[src/hdl/qle_pkg.sv]
// shared types, constants and field positions of the q-learning engine
`timescale 1ns / 1ps
`default_nettype none

package qle_pkg;

    localparam int STATE_COUNT  = 4096;
    localparam int ACTION_COUNT = 8;
    localparam int ROW_W        = $clog2(STATE_COUNT);
    localparam int COL_W        = $clog2(ACTION_COUNT);
    localparam int ADDR_W       = ROW_W + COL_W;
    localparam int DEPTH        = STATE_COUNT * ACTION_COUNT;
    localparam logic [COL_W-1:0] COL_LAST = COL_W'(ACTION_COUNT - 1);

    localparam int Q_W      = 24;
    localparam int REWARD_W = 16;
    localparam int DRAW_W   = 16;
    localparam int RATE_W   = 9;

    // shared multiplier: signed operand times unsigned q1.8 factor, rounded
    localparam int MAC_A_W    = 28;
    localparam int MAC_PROD_W = MAC_A_W + RATE_W + 1;
    localparam int MAC_RES_W  = MAC_PROD_W - 8;
    localparam int SUM_W      = MAC_RES_W + 1;

    localparam logic signed [SUM_W-1:0] SUM_MAX = SUM_W'(8388607);
    localparam logic signed [SUM_W-1:0] SUM_MIN = -SUM_W'(8388608);
    localparam logic signed [Q_W-1:0]   Q_MAX   = 24'sh7fffff;
    localparam logic signed [Q_W-1:0]   Q_MIN   = 24'sh800000;

    // configuration port
    localparam int CFG_IDX_W  = 2;
    localparam int CFG_DATA_W = 16;
    localparam logic [CFG_IDX_W-1:0] CFG_LEARN_RATE  = 2'd0;
    localparam logic [CFG_IDX_W-1:0] CFG_DISCOUNT    = 2'd1;
    localparam logic [CFG_IDX_W-1:0] CFG_EXPLORE_THR = 2'd2;
    localparam logic [RATE_W-1:0] LEARN_RATE_RST  = 9'd128;
    localparam logic [RATE_W-1:0] DISCOUNT_RST    = 9'd230;
    localparam logic [DRAW_W-1:0] EXPLORE_THR_RST = 16'd13107;

    // input word layout
    localparam int IN_DATA_W = 88;
    localparam int IN_ROW_LO    = 0;
    localparam int IN_ACT_LO    = 12;
    localparam int IN_REWARD_LO = 15;
    localparam int IN_NROW_LO   = 31;
    localparam int IN_ENTRY_LO  = 43;
    localparam int IN_DRAW_LO   = 67;
    localparam int IN_RACT_LO   = 83;
    localparam int IN_USED_W    = 86;

    // output word layout
    localparam int OUT_DATA_W = 56;
    localparam int OUT_USED_W = 53;

    typedef enum logic [1:0] {
        OP_WRITE  = 2'd0,
        OP_CHOOSE = 2'd1,
        OP_UPDATE = 2'd2,
        OP_NONE   = 2'd3
    } t_op;

    typedef enum logic [3:0] {
        S_IDLE,
        S_WRITE,
        S_PEEK,
        S_PEEK_WAIT,
        S_SCAN,
        S_SCAN_END,
        S_READQ,
        S_WAITQ,
        S_TSUM,
        S_SCALE,
        S_SUM,
        S_FINISH
    } t_state;

    typedef struct packed {
        logic              we;
        logic              re;
        logic [ADDR_W-1:0] addr;
        logic [Q_W-1:0]    wdata;
    } t_mem_req;

    typedef struct packed {
        logic                      en;
        logic signed [MAC_A_W-1:0] a;
        logic [RATE_W-1:0]         b;
    } t_mac_req;

endpackage

`default_nettype wire

[src/hdl/qle_mac.sv]
// shared multiplier with round-half-up q1.8 scaling and result register
`timescale 1ns / 1ps
`default_nettype none

module qle_mac (
    input  wire                                       i_clk,
    input  wire qle_pkg::t_mac_req                    i_req,
    output logic signed [qle_pkg::MAC_RES_W-1:0]      o_res
);

    logic signed [qle_pkg::MAC_PROD_W-1:0] w_prod;
    logic signed [qle_pkg::MAC_PROD_W-1:0] w_round;
    logic signed [qle_pkg::MAC_RES_W-1:0]  r_res;

    always_comb begin
        w_prod  = $signed(i_req.a) * $signed({1'b0, i_req.b});
        w_round = (w_prod + qle_pkg::MAC_PROD_W'(128)) >>> 8;
    end

    always_ff @(posedge i_clk) begin
        if (i_req.en) begin
            r_res <= w_round[qle_pkg::MAC_RES_W-1:0];
        end
    end

    assign o_res = r_res;

endmodule

`default_nettype wire

[config.mk]
export PLATFORM = sky130hd
export DESIGN_NAME = qle_mac
export DESIGN_NICKNAME = d
export VERILOG_FILES = /design/src/hdl/qle_pkg.sv /design/src/hdl/qle_mac.sv
export SDC_FILE = /design/constraint.sdc
export NUM_CORES = 1
export LEC_CHECK = 0
export BUFFER_PORTS_ARGS = -buffer_cell sky130_fd_sc_hd__buf_2
export CAP_MARGIN = 30
export CORE_UTILIZATION = 31
export DETAILED_ROUTE_END_ITERATION = 12
export GPL_ROUTABILITY_DRIVEN = 0
export SYNTH_ARGS = -nofsm -noshare
export SYNTH_HDL_FRONTEND = slang
export SYNTH_SLANG_ARGS = --single-unit
[constraint.sdc]
create_clock -name i_clk -period 5.63 [get_ports i_clk]
set_clock_uncertainty 0.15 [all_clocks]
set_input_delay 0.563 -clock i_clk [delete_from_list [all_inputs] [get_ports i_clk]]
set_output_delay 0.563 -clock i_clk [all_outputs]
set_load 0.01 [all_outputs]
### Yosys cells after proc, flatten, opt, wreduce, memory -nomap -nowiden

Index checks and enable logic that the tools add are counted.

* register bits after elaboration: 30
* input bits: 39
* output and inout port bits: 30
* word-level logic and storage cells: 3

* $add $sub $neg: 1
* multiply operators: 1

Operators by type and width (number)
* $add 38x9->38 const B: 1
* $mul 28x10->38: 1

### Logic depth before layout (Yosys ltp)

* depth after elaboration: 2
* depth in mapped cells: 20
* depth with buffers taken out: 19

### Worst setup path after synthesis

Ideal clock, no wire load.

* path type: input port to flip-flop
* from: input port i_req[2] (netlist bit)
* to: register r_res, in the netlist o_res[23] (data pin)
* setup time: 0.259 ns
* data arrival time: 5.599 ns
* data required time: 5.221 ns
* slack: -0.378 ns
* stages on the path: 20
* buffers on the path: 2
* path through: clkbuf_1 > clkbuf_1 > nand2_1 > fa_1 > fa_1 > inv_1 > fa_1 > fa_1 > inv_1 > fa_1 > inv_1 > ha_1 > and3_1 > o2111ai_1 > o21ba_2 > o221ai_1 > nand2_1 > o41ai_1 > a21oi_1 > xnor2_1

* word-level cells in the longest chain between the ends: 2

Ends and longest elaborated chain
* from (decl): RTL line qle_mac.sv:7 `input wire qle_pkg::t_mac_req i_req,`
* $mul 28x10->38: RTL line qle_mac.sv:16 `w_prod = $signed(i_req.a) * $signed({1'b0, i_req.b});`
* $add 38x9->38: RTL line qle_mac.sv:17 `w_round = (w_prod + qle_pkg::MAC_PROD_W'(128)) >>> 8;`
* named net w_round, one bit: RTL line qle_mac.sv:12 `logic signed [qle_pkg::MAC_PROD_W-1:0] w_round;`
* to (signal assigned): RTL line qle_mac.sv:22 `r_res <= w_round[qle_pkg::MAC_RES_W-1:0];`
* to (decl): RTL line qle_mac.sv:13 `logic signed [qle_pkg::MAC_RES_W-1:0] r_res;`

The timed path passes the listed nets, and every way through them passes these cells.
A chain may end at the register's enable or synchronous reset.

### Worst setup path in the final report

* from: input port i_req[13] (netlist bit)
* to: register r_res, in the netlist o_res[29] (data pin)

The elaborated chain is that of the path after synthesis.

==> summary.md <==
| Metric | Value |
|---|---|
| Via count | 7431 |
| Area of the core | 30800 µm² |
| Final clock period utilization by the worst path | between 90% and 100% |
| Yosys top cell by area | fa_1 |
| Detailed placer's ending HPWL | about 21000 µm |
| Residual antenna-violating net count after detailed routing | 0 |
| Mapped Area | between 9000 and 10000 µm² |
| Die Span Y | about 180 µm |
| Final Max Slew Viols | 0 |
| Pin count of the biggest net entering global routing | 31 |
| Post-placement setup slack | -0.497 ns |
| Routed Wire Length | between 20000 and 25000 µm |
| Ys async rst share | 0% |
| Multi-input gate area | ~8000 µm² |
| Max Freq | ~180 MHz |
| Fin worst setup slack | about 0.1 ns |
| Worst max-slew margin expressed relative to the limit | 47.0% |
| Distinct cell type count of the synthesized netlist | 45 |
| Setup Crit Path Kind | primary input to register |
| Ratio of total power to cell area | about 640 nW/µm² |
| RSZ-0062 raised after global routing | yes |
| Top post-synthesis cells by area | fa_1, ha_1, inv_1 |
| Max FFs per register | 30 |
| Outcome | finished clean |
| Worst hold margin | between 0.7 and 0.8 ns |
| Count of final hold-check violations | 0 |
| Number of global-route vias before repair | between 8000 and 9000 |
| Area taken by flip-flops and latches | approximately 900 µm² |
| Number of DRC violations after detailed routing | 0 |
| Endpoint kind of the worst setup timing path | register |
| Hold Path Stages | 1 |
| Global-route wire length before repair | approximately 42000 µm |
| Number of standard cells after synthesis | ~1100 |
| H-tree levels | 2 |
| Initial DRC count | roughly 230 |
| Worst Setup Start Kind | primary input |
| Path type of the worst min-delay path | primary input to register |
| Number of I/O pins | just under 70 |
| Worst-path clk slew | ~0.07 ns |
| Flops & latches, synth | 30 |
| Cts bufs inserted | 5 |
| Port bufs | between 60 and 70 |
| # hold bufs at CTS | 0 |
| Min Clock Period, post-route | ~5.5 ns |
| Warnings from Yosys | 0 |
| Iteration count of the initial detailed-routing pass | 5 |
| Max-cap check violation count | 0 |
| Area of the die | 32200 µm² |
| Most numerous cell in the Yosys netlist | inv_1 |
| NumNets Final | between 1500 and 2000 |
| CTS Buffer Depth | 2 |
| Final setup violation count | 0 |
| DIE WIDTH | 180 µm |
| Yosys top cell area share | between 40% and 50% |
| Worst Hold Path EP | o_res[26] |
| Maximum fanout count along the critical path | 4 |
| Least-Margin Pin Slew | 0.795 ns |
| Aggregate negative setup slack | 0 ns |
| Sequential-to-total area share from yosys stat | 9.22% |
| Net Count, Synth | approximately 1400 |
| DR WL/cell | around 15 µm |
| Starting utilization of the core area | 31.7% |
| Number of sinks handled by clock tree synthesis | 30 |
| Commonest cells in the netlist | inv_1, fa_1, nand2_1 |
| Clock root cell | clkbuf_16 |
| Antenna violations before repair | 1 |
| Mean number of vias per cell | roughly 4.5 |
| Final total power | 7.78 mW |
| Fill cell count | between 3000 and 4000 |
| Most frequently used flop master after synthesis | edfxtp_1 |
| Site Rows | 64 |
| Worst EP arrival | 5.51 ns |
| Total congestion overflow after global routing | 0 |
| Ratio of cells with drive above 1 in the final layout | between 20 and 25% |
| All-layer global routing usage | ~16% |
| CP Data Required Time | approximately 5.6 ns |
| TritonCTS clock tree | yes |
| Number of antenna cells inserted | 0 |
| Leak pwr | between 6 and 7 nW |
| Post-synth EDFFs | 30 |
| Growth of design area from synthesis to finish | 24.6% |
| Mean instance size in the synthesized netlist | approximately 9 µm² |
| Startpoint of the most critical hold path | i_req[37] |
| Worst IR Drop VDD | between 0.0003 and 0.0004 V |
placed cells by master (no fill, tap or decap), types with 20 or more instances in the layout:
master | Yosys | routed
and2_1 | 111 | 105
buf_2 | 1 | 56
buf_4 | 0 | 137
edfxtp_1 | 30 | 30
fa_1 | 206 | 199
ha_1 | 109 | 102
inv_1 | 258 | 253
nand2_1 | 157 | 154
nor2_1 | 21 | 20
xnor2_1 | 21 | 21
where the power goes:
part           switching [mW]  internal [mW]
logic                    3.40           3.44
registers              0.0280          0.627
clock network           0.126          0.160
total                    3.55           4.23
critical path, cell delays in order:
cell	delay, ns
buf_2	0.13
buf_4	0.14
and2_4	0.15
fa_1	0.52
fa_1	0.43
fa_1	0.46
fa_1	0.50
inv_1	0.05
fa_1	0.49
inv_2	0.05
ha_4	0.27
and3_4	0.18
nand2_1	0.05
or3_4	0.33
buf_6	0.13
a211o_1	0.30
o211a_4	0.21
a21o_1	0.21
and3_1	0.16
a311oi_2	0.19
kinds of logic after synthesis:
logic type | Yosys count | share of synthesized area (%)
XOR/XNOR | 29 | 2.60
buffers and inverters | 297 | 11.4
flip-flops | 30 | 9.22
AO/OA/AOI/OAI | 74 | 5.25
adder cells (fa/ha/maj) | 315 | 56.1
AND/OR/NAND/NOR | 311 | 15.4
what timing repair did:
action / 4_1_cts / 5_1_grt
pin swaps: 10 / 27
endpoints found under the setup margin: 11 / 19
resized for setup: 20 / 64
gates cloned: 0 / 3
buffers inserted: 0 / 3
how the worst max path moves through the flow:
stage              start   endpoint  slack, ns
3_3_place_gp    i_req[4]  o_res[29]      -0.47
2_1_floorplan   i_req[4]  o_res[23]     -0.008
4_1_cts         i_req[2]  o_res[24]      0.001
3_5_place_dp    i_req[1]  o_res[21]      -0.50
5_1_grt         i_req[4]  o_res[29]      -0.06
6_report       i_req[13]  o_res[29]        0.1
final cells by class:
type | count | area share, %
clock inverter | 2 | 0.0822
timing repair buffer | 216 | 13.7
tap | 396 | 4.07
sequential | 30 | 7.39
multi-input combinational | 729 | 65.8
clock buffer | 5 | 1.03
inverter | 258 | 7.95
per-stage QoR:
stage | instances | area [µm²] | utilization [%]
2_1_floorplan | 1056 | 9900 | -
3_3_place_gp | 1623 | 11600 | 37.7
3_5_place_dp | 1623 | 11600 | 37.7
4_1_cts | 1630 | 11800 | 38.4
5_1_grt | 1636 | 12200 | 39.5
6_report | 1636 | 12200 | 39.5
layer usage:
metal / wire (µm) / vias to the layer above / global-route usage (%)
li1: - / 3523 / -
met1: 11000 / 3732 / 21.0
met2: 12000 / 138 / 28.2
met3: 952 / 36 / 2.29
met4: 575 / 2 / 4.31
met5: 9 / - / 0
(Power assumes the default switching activity.)
