## config.mk

```make
export PLATFORM = sky130hd
export DESIGN_NAME = qle_seq
export DESIGN_NICKNAME = d
export VERILOG_FILES = /design/src/hdl/qle_pkg.sv /design/src/hdl/qle_seq.sv
export SDC_FILE = /design/constraint.sdc
export NUM_CORES = 1
export LEC_CHECK = 0
export CORE_MARGIN = 3
export CORE_UTILIZATION = 55
export CTS_CLUSTER_SIZE = 30
export DETAILED_ROUTE_END_ITERATION = 6
export DONT_BUFFER_PORTS = 1
export PLACE_DENSITY = 0.71
export SYNTH_ARGS = -nofsm -noshare
export SYNTH_HDL_FRONTEND = slang
export SYNTH_SLANG_ARGS = --single-unit
export TNS_END_PERCENT = 20
```

## constraint.sdc

```tcl
create_clock -name i_clk -period 5.4 [get_ports i_clk]
set_input_delay 0.54 -clock i_clk [delete_from_list [all_inputs] [get_ports i_clk]]
set_output_delay 0.54 -clock i_clk [all_outputs]
set_load 0.02 [all_outputs]
```

## src/hdl/qle_pkg.sv

```systemverilog
// shared types, constants and field positions of the q-learning engine
`timescale 1ns / 1ps
`default_nettype none

package qle_pkg;

    localparam int STATE_COUNT  = 4096;
    localparam int ACTION_COUNT = 8;
    localparam int ROW_W        = $clog2(STATE_COUNT);
    localparam int COL_W        = $clog2(ACTION_COUNT);
    localparam int ADDR_W       = ROW_W + COL_W;
    localparam int DEPTH        = STATE_COUNT * ACTION_COUNT;
    localparam logic [COL_W-1:0] COL_LAST = COL_W'(ACTION_COUNT - 1);

    localparam int Q_W      = 24;
    localparam int REWARD_W = 16;
    localparam int DRAW_W   = 16;
    localparam int RATE_W   = 9;

    // shared multiplier: signed operand times unsigned q1.8 factor, rounded
    localparam int MAC_A_W    = 28;
    localparam int MAC_PROD_W = MAC_A_W + RATE_W + 1;
    localparam int MAC_RES_W  = MAC_PROD_W - 8;
    localparam int SUM_W      = MAC_RES_W + 1;

    localparam logic signed [SUM_W-1:0] SUM_MAX = SUM_W'(8388607);
    localparam logic signed [SUM_W-1:0] SUM_MIN = -SUM_W'(8388608);
    localparam logic signed [Q_W-1:0]   Q_MAX   = 24'sh7fffff;
    localparam logic signed [Q_W-1:0]   Q_MIN   = 24'sh800000;

    // configuration port
    localparam int CFG_IDX_W  = 2;
    localparam int CFG_DATA_W = 16;
    localparam logic [CFG_IDX_W-1:0] CFG_LEARN_RATE  = 2'd0;
    localparam logic [CFG_IDX_W-1:0] CFG_DISCOUNT    = 2'd1;
    localparam logic [CFG_IDX_W-1:0] CFG_EXPLORE_THR = 2'd2;
    localparam logic [RATE_W-1:0] LEARN_RATE_RST  = 9'd128;
    localparam logic [RATE_W-1:0] DISCOUNT_RST    = 9'd230;
    localparam logic [DRAW_W-1:0] EXPLORE_THR_RST = 16'd13107;

    // input word layout
    localparam int IN_DATA_W = 88;
    localparam int IN_ROW_LO    = 0;
    localparam int IN_ACT_LO    = 12;
    localparam int IN_REWARD_LO = 15;
    localparam int IN_NROW_LO   = 31;
    localparam int IN_ENTRY_LO  = 43;
    localparam int IN_DRAW_LO   = 67;
    localparam int IN_RACT_LO   = 83;
    localparam int IN_USED_W    = 86;

    // output word layout
    localparam int OUT_DATA_W = 56;
    localparam int OUT_USED_W = 53;

    typedef enum logic [1:0] {
        OP_WRITE  = 2'd0,
        OP_CHOOSE = 2'd1,
        OP_UPDATE = 2'd2,
        OP_NONE   = 2'd3
    } t_op;

    typedef enum logic [3:0] {
        S_IDLE,
        S_WRITE,
        S_PEEK,
        S_PEEK_WAIT,
        S_SCAN,
        S_SCAN_END,
        S_READQ,
        S_WAITQ,
        S_TSUM,
        S_SCALE,
        S_SUM,
        S_FINISH
    } t_state;

    typedef struct packed {
        logic              we;
        logic              re;
        logic [ADDR_W-1:0] addr;
        logic [Q_W-1:0]    wdata;
    } t_mem_req;

    typedef struct packed {
        logic                      en;
        logic signed [MAC_A_W-1:0] a;
        logic [RATE_W-1:0]         b;
    } t_mac_req;

endpackage

`default_nettype wire

```

## src/hdl/qle_seq.sv

```systemverilog
// operation sequencer: row scan, argmax, update arithmetic and output register
`timescale 1ns / 1ps
`default_nettype none

module qle_seq (
    input  wire                                      i_clk,
    input  wire                                      i_rst_n,
    input  wire                                      s_axis_tvalid,
    output logic                                     s_axis_tready,
    input  wire [qle_pkg::IN_DATA_W-1:0]             s_axis_tdata,
    input  wire [1:0]                                s_axis_tuser,
    output logic                                     m_axis_tvalid,
    input  wire                                      m_axis_tready,
    output logic [qle_pkg::OUT_DATA_W-1:0]           m_axis_tdata,
    input  wire [qle_pkg::RATE_W-1:0]                i_learn_rate,
    input  wire [qle_pkg::RATE_W-1:0]                i_discount,
    input  wire [qle_pkg::DRAW_W-1:0]                i_explore_threshold,
    output qle_pkg::t_mem_req                        o_mem_req,
    input  wire [qle_pkg::Q_W-1:0]                   i_mem_rdata,
    output qle_pkg::t_mac_req                        o_mac_req,
    input  wire signed [qle_pkg::MAC_RES_W-1:0]      i_mac_res
);

    qle_pkg::t_state r_state, n_state;

    qle_pkg::t_op                       r_op;
    logic [qle_pkg::ROW_W-1:0]          r_row;
    logic [qle_pkg::ROW_W-1:0]          r_scan_row;
    logic [qle_pkg::COL_W-1:0]          r_col;
    logic [qle_pkg::COL_W-1:0]          r_ract;
    logic signed [qle_pkg::REWARD_W-1:0] r_reward;
    logic [qle_pkg::Q_W-1:0]            r_entry;
    logic                               r_explore;

    logic [qle_pkg::COL_W-1:0]          r_scan_col;
    logic                               r_cmp_vld;
    logic [qle_pkg::COL_W-1:0]          r_cmp_col;
    logic signed [qle_pkg::Q_W-1:0]     r_best;
    logic [qle_pkg::COL_W-1:0]          r_best_idx;

    logic signed [qle_pkg::Q_W-1:0]     r_q;
    logic signed [qle_pkg::MAC_A_W-1:0] r_tq;
    logic signed [qle_pkg::Q_W-1:0]     r_new;
    logic                               r_sat;

    logic                               r_out_vld;
    logic [qle_pkg::OUT_DATA_W-1:0]     r_out_data;

    logic                               w_accept;
    logic                               w_out_free;
    logic                               w_load_out;
    logic                               w_explore_in;
    qle_pkg::t_op                       w_op_in;
    logic signed [qle_pkg::MAC_A_W-1:0] w_t;
    logic signed [qle_pkg::SUM_W-1:0]   w_sum;
    logic signed [qle_pkg::Q_W-1:0]     w_new;
    logic                               w_sat;
    logic [qle_pkg::OUT_DATA_W-1:0]     w_out_data;

    assign w_op_in      = qle_pkg::t_op'(s_axis_tuser);
    assign w_explore_in = s_axis_tdata[qle_pkg::IN_DRAW_LO +: qle_pkg::DRAW_W]
                          < i_explore_threshold;
    assign w_accept     = s_axis_tvalid && s_axis_tready;
    assign w_out_free   = !r_out_vld || m_axis_tready;

    // next state
    always_comb begin
        n_state = r_state;
        case (r_state)
            qle_pkg::S_IDLE: begin
                if (s_axis_tvalid) begin
                    case (w_op_in)
                        qle_pkg::OP_WRITE:  n_state = qle_pkg::S_WRITE;
                        qle_pkg::OP_CHOOSE: n_state = w_explore_in ? qle_pkg::S_PEEK
                                                                   : qle_pkg::S_SCAN;
                        qle_pkg::OP_UPDATE: n_state = qle_pkg::S_SCAN;
                        default:            n_state = qle_pkg::S_FINISH;
                    endcase
                end
            end
            qle_pkg::S_WRITE:     n_state = qle_pkg::S_FINISH;
            qle_pkg::S_PEEK:      n_state = qle_pkg::S_PEEK_WAIT;
            qle_pkg::S_PEEK_WAIT: n_state = qle_pkg::S_FINISH;
            qle_pkg::S_SCAN: begin
                if (r_scan_col == qle_pkg::COL_LAST) begin
                    n_state = qle_pkg::S_SCAN_END;
                end
            end
            qle_pkg::S_SCAN_END: begin
                n_state = (r_op == qle_pkg::OP_UPDATE) ? qle_pkg::S_READQ
                                                       : qle_pkg::S_FINISH;
            end
            qle_pkg::S_READQ: n_state = qle_pkg::S_WAITQ;
            qle_pkg::S_WAITQ: n_state = qle_pkg::S_TSUM;
            qle_pkg::S_TSUM:  n_state = qle_pkg::S_SCALE;
            qle_pkg::S_SCALE: n_state = qle_pkg::S_SUM;
            qle_pkg::S_SUM:   n_state = qle_pkg::S_FINISH;
            qle_pkg::S_FINISH: begin
                if (w_out_free) begin
                    n_state = qle_pkg::S_IDLE;
                end
            end
            default: n_state = qle_pkg::S_IDLE;
        endcase
    end

    // state outputs
    always_comb begin
        s_axis_tready = 1'b0;
        w_load_out    = 1'b0;
        o_mem_req     = '0;
        o_mac_req     = '0;
        case (r_state)
            qle_pkg::S_IDLE: s_axis_tready = 1'b1;
            qle_pkg::S_WRITE: begin
                o_mem_req.we    = 1'b1;
                o_mem_req.addr  = {r_row, r_col};
                o_mem_req.wdata = r_entry;
            end
            qle_pkg::S_PEEK: begin
                o_mem_req.re   = 1'b1;
                o_mem_req.addr = {r_row, r_ract};
            end
            qle_pkg::S_SCAN: begin
                o_mem_req.re   = 1'b1;
                o_mem_req.addr = {r_scan_row, r_scan_col};
            end
            qle_pkg::S_READQ: begin
                o_mem_req.re   = 1'b1;
                o_mem_req.addr = {r_row, r_col};
            end
            qle_pkg::S_WAITQ: begin
                o_mac_req.en = 1'b1;
                o_mac_req.a  = qle_pkg::MAC_A_W'(r_best);
                o_mac_req.b  = i_discount;
            end
            qle_pkg::S_SCALE: begin
                o_mac_req.en = 1'b1;
                o_mac_req.a  = r_tq;
                o_mac_req.b  = i_learn_rate;
            end
            qle_pkg::S_SUM: begin
                o_mem_req.we    = 1'b1;
                o_mem_req.addr  = {r_row, r_col};
                o_mem_req.wdata = w_new;
            end
            qle_pkg::S_FINISH: w_load_out = w_out_free;
            default: ;
        endcase
    end

    // update arithmetic around the shared multiplier
    always_comb begin
        w_t   = qle_pkg::MAC_A_W'($signed({r_reward, 8'd0}))
              + $signed(i_mac_res[qle_pkg::MAC_A_W-1:0]);
        w_sum = qle_pkg::SUM_W'(r_q) + qle_pkg::SUM_W'(i_mac_res);
        w_sat = 1'b0;
        w_new = w_sum[qle_pkg::Q_W-1:0];
        if (w_sum > qle_pkg::SUM_MAX) begin
            w_new = qle_pkg::Q_MAX;
            w_sat = 1'b1;
        end else if (w_sum < qle_pkg::SUM_MIN) begin
            w_new = qle_pkg::Q_MIN;
            w_sat = 1'b1;
        end
    end

    // result word
    always_comb begin
        w_out_data = '0;
        case (r_op)
            qle_pkg::OP_WRITE: w_out_data[51:28] = r_entry;
            qle_pkg::OP_CHOOSE: begin
                w_out_data[2:0]  = r_best_idx;
                w_out_data[26:3] = r_best;
                w_out_data[27]   = r_explore;
            end
            qle_pkg::OP_UPDATE: begin
                w_out_data[51:28] = r_new;
                w_out_data[52]    = r_sat;
            end
            default: ;
        endcase
    end

    always_ff @(posedge i_clk) begin
        if (!i_rst_n) begin
            r_state   <= qle_pkg::S_IDLE;
            r_cmp_vld <= 1'b0;
            r_out_vld <= 1'b0;
        end else begin
            r_state   <= n_state;
            r_cmp_vld <= (r_state == qle_pkg::S_SCAN);
            if (w_load_out) begin
                r_out_vld <= 1'b1;
            end else if (m_axis_tready) begin
                r_out_vld <= 1'b0;
            end
        end
    end

    always_ff @(posedge i_clk) begin
        if (w_accept) begin
            r_op       <= w_op_in;
            r_row      <= s_axis_tdata[qle_pkg::IN_ROW_LO +: qle_pkg::ROW_W];
            r_col      <= s_axis_tdata[qle_pkg::IN_ACT_LO +: qle_pkg::COL_W];
            r_reward   <= s_axis_tdata[qle_pkg::IN_REWARD_LO +: qle_pkg::REWARD_W];
            r_entry    <= s_axis_tdata[qle_pkg::IN_ENTRY_LO +: qle_pkg::Q_W];
            r_ract     <= s_axis_tdata[qle_pkg::IN_RACT_LO +: qle_pkg::COL_W];
            r_explore  <= w_explore_in;
            r_scan_row <= (w_op_in == qle_pkg::OP_UPDATE)
                        ? s_axis_tdata[qle_pkg::IN_NROW_LO +: qle_pkg::ROW_W]
                        : s_axis_tdata[qle_pkg::IN_ROW_LO +: qle_pkg::ROW_W];
            r_scan_col <= '0;
        end else if (r_state == qle_pkg::S_SCAN) begin
            r_scan_col <= r_scan_col + 1'b1;
        end
        r_cmp_col <= r_scan_col;

        // running maximum, ties keep the lower column
        if (r_cmp_vld) begin
            if (r_cmp_col == '0 || $signed(i_mem_rdata) > r_best) begin
                r_best     <= $signed(i_mem_rdata);
                r_best_idx <= r_cmp_col;
            end
        end else if (r_state == qle_pkg::S_PEEK_WAIT) begin
            r_best     <= $signed(i_mem_rdata);
            r_best_idx <= r_ract;
        end

        if (r_state == qle_pkg::S_WAITQ) begin
            r_q <= $signed(i_mem_rdata);
        end
        if (r_state == qle_pkg::S_TSUM) begin
            r_tq <= w_t - qle_pkg::MAC_A_W'(r_q);
        end
        if (r_state == qle_pkg::S_SUM) begin
            r_new <= w_new;
            r_sat <= w_sat;
        end
        if (w_load_out) begin
            r_out_data <= w_out_data;
        end
    end

    assign m_axis_tvalid = r_out_vld;
    assign m_axis_tdata  = r_out_data;

endmodule

`default_nettype wire

```

Word-level counts from Yosys, hierarchy flattened
Index checks and enable logic that the tools add are counted. W data, S select, Z words.

Logic and storage cells: 93. Input bits: 182. Register bits after elaboration: 242. Output and inout bits: 137.

Reduce and logical (&&, ||, !) cells: 16. Magnitude comparators: 4. Muxes and demuxes: 27. Equality and inequality tests: 20. $add $sub $neg: 4.

Operators with widths (number): $mux W24 (5); $pmux W24 S2 (2); $pmux W38 S2 (1); $pmux W15 S3 (1); $pmux W4 S10 (1); $add A24 B30 Y31 (1); $gt A31 B24 Y1 const B (1); $lt A31 B24 Y1 const B (1); $add A24 B28 Y28 (1); $sub A28 B24 Y28 (1); $gt A24 B24 Y1 (1); $eq A4 B3 Y1 const B (4); $eq A4 B4 Y1 const B (4); $lt A16 B16 Y1 (1); $mux W4 (4); $mux W12 (1); $mux W3 (4); $pmux W4 S3 (1); $reduce_or A3 Y1 (3); $eq A4 B2 Y1 const B (2); $mux W1 (7); $ne A2 B2 Y1 const B (3); $eq A2 B1 Y1 const B (2); $eq A2 B2 Y1 const B (2); other kinds (14) (17).

Logic depth before layout (Yosys ltp)
Depth after elaboration: 5. Mapped depth: 15. Mapped depth without buffers: 14.

Worst setup path before layout
OpenSTA, ideal clock, no wires.

Path kind: input to output. From: in i_mac_res[2] in the netlist's numbering. To: out o_mem_req[2] in the netlist's numbering. Stages on the path: 12. Path buffers: 1. Data required time: 4.860 ns. Path slack: 1.298 ns. Arrival: 3.562 ns. Cell sequence: ha_1 > nand2b_1 > a221oi_1 > o311ai_1 > nand4_1 > nand4_1 > a31o_2 > nor2b_1 > nor3b_1 > a31oi_1 > clkbuf_1 > o21ai_0.

RTL lines: start, declared (line qle_seq.sv:21) `input wire signed [qle_pkg::MAC_RES_W-1:0] i_mac_res`; end, declared (line qle_seq.sv:18) `output qle_pkg::t_mem_req o_mem_req,`.

==> results.tsv <==
metric	value	unit
status	finished, final reports clean	
crit-path cells	ha_1, fa_1, nand2b_1, a221oi_1, o311ai_1, nand4_1, nand2_1, nor4b_1, nor2b_1, nor3b_1, a31oi_2, buf_4, a21oi_1	
Achievable Freq	198.3	MHz
final hold slack	103.9	ps
# hold bufs at CTS	0	
clk buf depth	3	
WS Path Type	reg2out	
core area	0.02613	mm2
most frequent cells in the layout	edfxtp_1, inv_1, ha_1	
Slew @ Worst Pin	987.5	ps
1st-iter DRT viols	800	
Die X	169.3	um
largest net degree at the start of global routing	52	
Final Wtd Congestion	0.8701	
crit-path max cell delay	480	ps
post-synth top area share	47.09	%
CP Capture Type	output pin	
Design Area, Final	0.01598	mm2
commonest non-fill, non-tap cell in the layout	edfxtp_1	
# setup viols final	0	
Yosys top cell by area	edfxtp_1	
global-route wire length before repair	54.52	mm
Area Overhead vs Synth	8.948	%
Die Area	0.02866	mm2
Pleak	6.683	nW
unrepaired setup endpoints after global routing	no	
PD cells	407.7	mW/mm2
EDFF count, synth	230	
register bit total from synthesis	242	
GR Util All Layers	24.21	%
crit path launch type	flip-flop	
# clock sinks	242	
hpwl dp	27.16	mm
utilization after layout	61.15	%
I/O pin cnt	319	
clk_lat worst skew	530	ps
die height	169.3	um
cell count after synthesis	1330	
hold crit path type	in2reg	
Period minus WS final	5043	ps
predominant post-synthesis flop cell	edfxtp_1	
peak supply drop	358.1	uV
Synth Area per Inst	11.03	um2
Starting Density	56.13	%
GRT overflow	0	
CTS tree	done	
WL per Instance	21.14	um
Clock Skew	16.93	ps
Final #Nets	1674	
placed instance area	0.01515	mm2
remaining antenna violation count after routing	0	
crit path DAT	4500	ps
post-DR vias/cell	5.871	
Std-Cell Rows	59	
Critical-path top delay cell	a21oi_1	
Final period util	93.39	%
CTS Buf Count	26	
Max Slew Vio Count	0	
fraction of registers with async set or reset after synthesis	0	%
clock slew at reported path FFs	60	ps
placed insts	1651	
fillers	2108	
sequential fraction of the synthesis area	48.72	%
top cells by area, synth	edfxtp_1, ha_1, inv_1	
# DRC	0	
Ys Warns	0	
Final Hold Viols	0	
CTS Root Cell	clkbuf_16	
TNS Setup	0	ps
Pre-antenna DRT Iters	6	
initial antenna violation count	2	
Required @ worst endpoint	4860	ps
max_slew headroom	34.01	%
Mapped Area	0.01467	mm2
Port Buffer Count	0	
fin cells	1696	
CP Max Fanout	20	
layout cells sized above 1	8.389	%
Max Cap Viol	0	
synth unique cells	73	
htree depth	1	
Via Count	9958	
vias in the first global route	9778	
drt total wl	35.85	mm
[area by class of cell]
cell class,count,area (um2),share of cell area [%]
repair buffers,32,240.2,1.503
multi-input cells,868,6698,41.91
clock inverters,9,116.4,0.7282
flip-flops and latches,242,7147,44.72
clock buffers,34,701.9,4.392
inverters,174,653.1,4.087
well taps,335,419.2,2.623
diodes,2,5.005,0.03132
[registers in the layout, indices dropped and copies added, names as in the netlist, 3 cells and up]
signal	cells
m_axis_tdata	53
r_tq	28
r_best	24
r_entry	24
r_new	24
r_q	24
r_reward	16
r_row	12
r_scan_row	12
r_state	4
r_best_idx	3
r_cmp_col	3
r_col	3
r_ract	3
r_scan_col	3
[final timing paths]
kind                            slack (ps)  cells after the start        startpoint           end
worst max-delay path                   360                     13            r_q[0]  o_mem_req[5]
worst min-delay path                   100                      0  s_axis_tdata[28]  r_reward[13]
worst max register to register        1130                     13            r_q[2]      r_tq[26]
worst min register to register         400                      0     r_scan_col[2]  r_cmp_col[2]
[power breakdown]
group / switching (mW) / internal [mW] / total (mW)
logic: 1.30 / 0.740 / 2.04
clock network: 0.689 / 1.05 / 1.74
registers: 0.210 / 2.53 / 2.74
[Yosys cell counts, types with 17 or more instances]
cell type / number
edfxtp_1: 230
clkbuf_1: 35
a22o_1: 44
nand2_1: 66
and2_1: 35
o21ai_1: 34
inv_1: 173
xnor2_1: 39
nor2_1: 73
ha_1: 127
nand4_1: 18
a21o_1: 33
nor3_1: 23
nor2b_1: 24
a21oi_1: 69
o21ai_0: 34
nand2b_1: 17
mux2i_1: 27
fa_1: 21
[kinds of logic after synthesis]
group | synth area share [%]
AOI/OAI and AO/OA | 14.56
xor gates and xnor gates | 3.045
and+or+nand+nor | 10.96
muxes | 2.994
other | 0.02557
DFF | 48.72
adders and majority gates | 13.70
buffers and inverters | 5.988
[critical path: cells and delay by family (launching register included)]
family | cells | cell delay [ps]
simple gates | 6 | 1470
compound gates | 4 | 1220
fa+ha+maj | 2 | 630
flops | 1 | 390
buf+inv | 1 | 250
[per-layer routing]
| layer | GRT usage (%) | vias up | wire, um |
|---|---|---|---|
| li1 | - | 4782 | - |
| met1 | 32.38 | 4787 | 15180 |
| met2 | 40.80 | 359 | 17060 |
| met3 | 5.311 | 30 | 2931 |
| met4 | 5.583 | 0 | 678 |
| met5 | 0 | - | 0 |
[per-stage QoR]
| stage | power, mW | worst slack, ps |
|---|---|---|
| 3_3_place_gp | 4.756 | 664.6 |
| 4_1_cts | 6.565 | 168.0 |
| 2_1_floorplan | 4.265 | 1298 |
| 6_report | 6.516 | 357.0 |
| 3_5_place_dp | 4.817 | 607.9 |
| 5_1_grt | 6.868 | 33.71 |
[timing repair]
item | 4_1_cts | 5_1_grt
resized for setup | 0 | 1
setup endpoints to repair | 0 | 10
buffers inserted | 0 | 0
(Power assumes the default switching activity.)
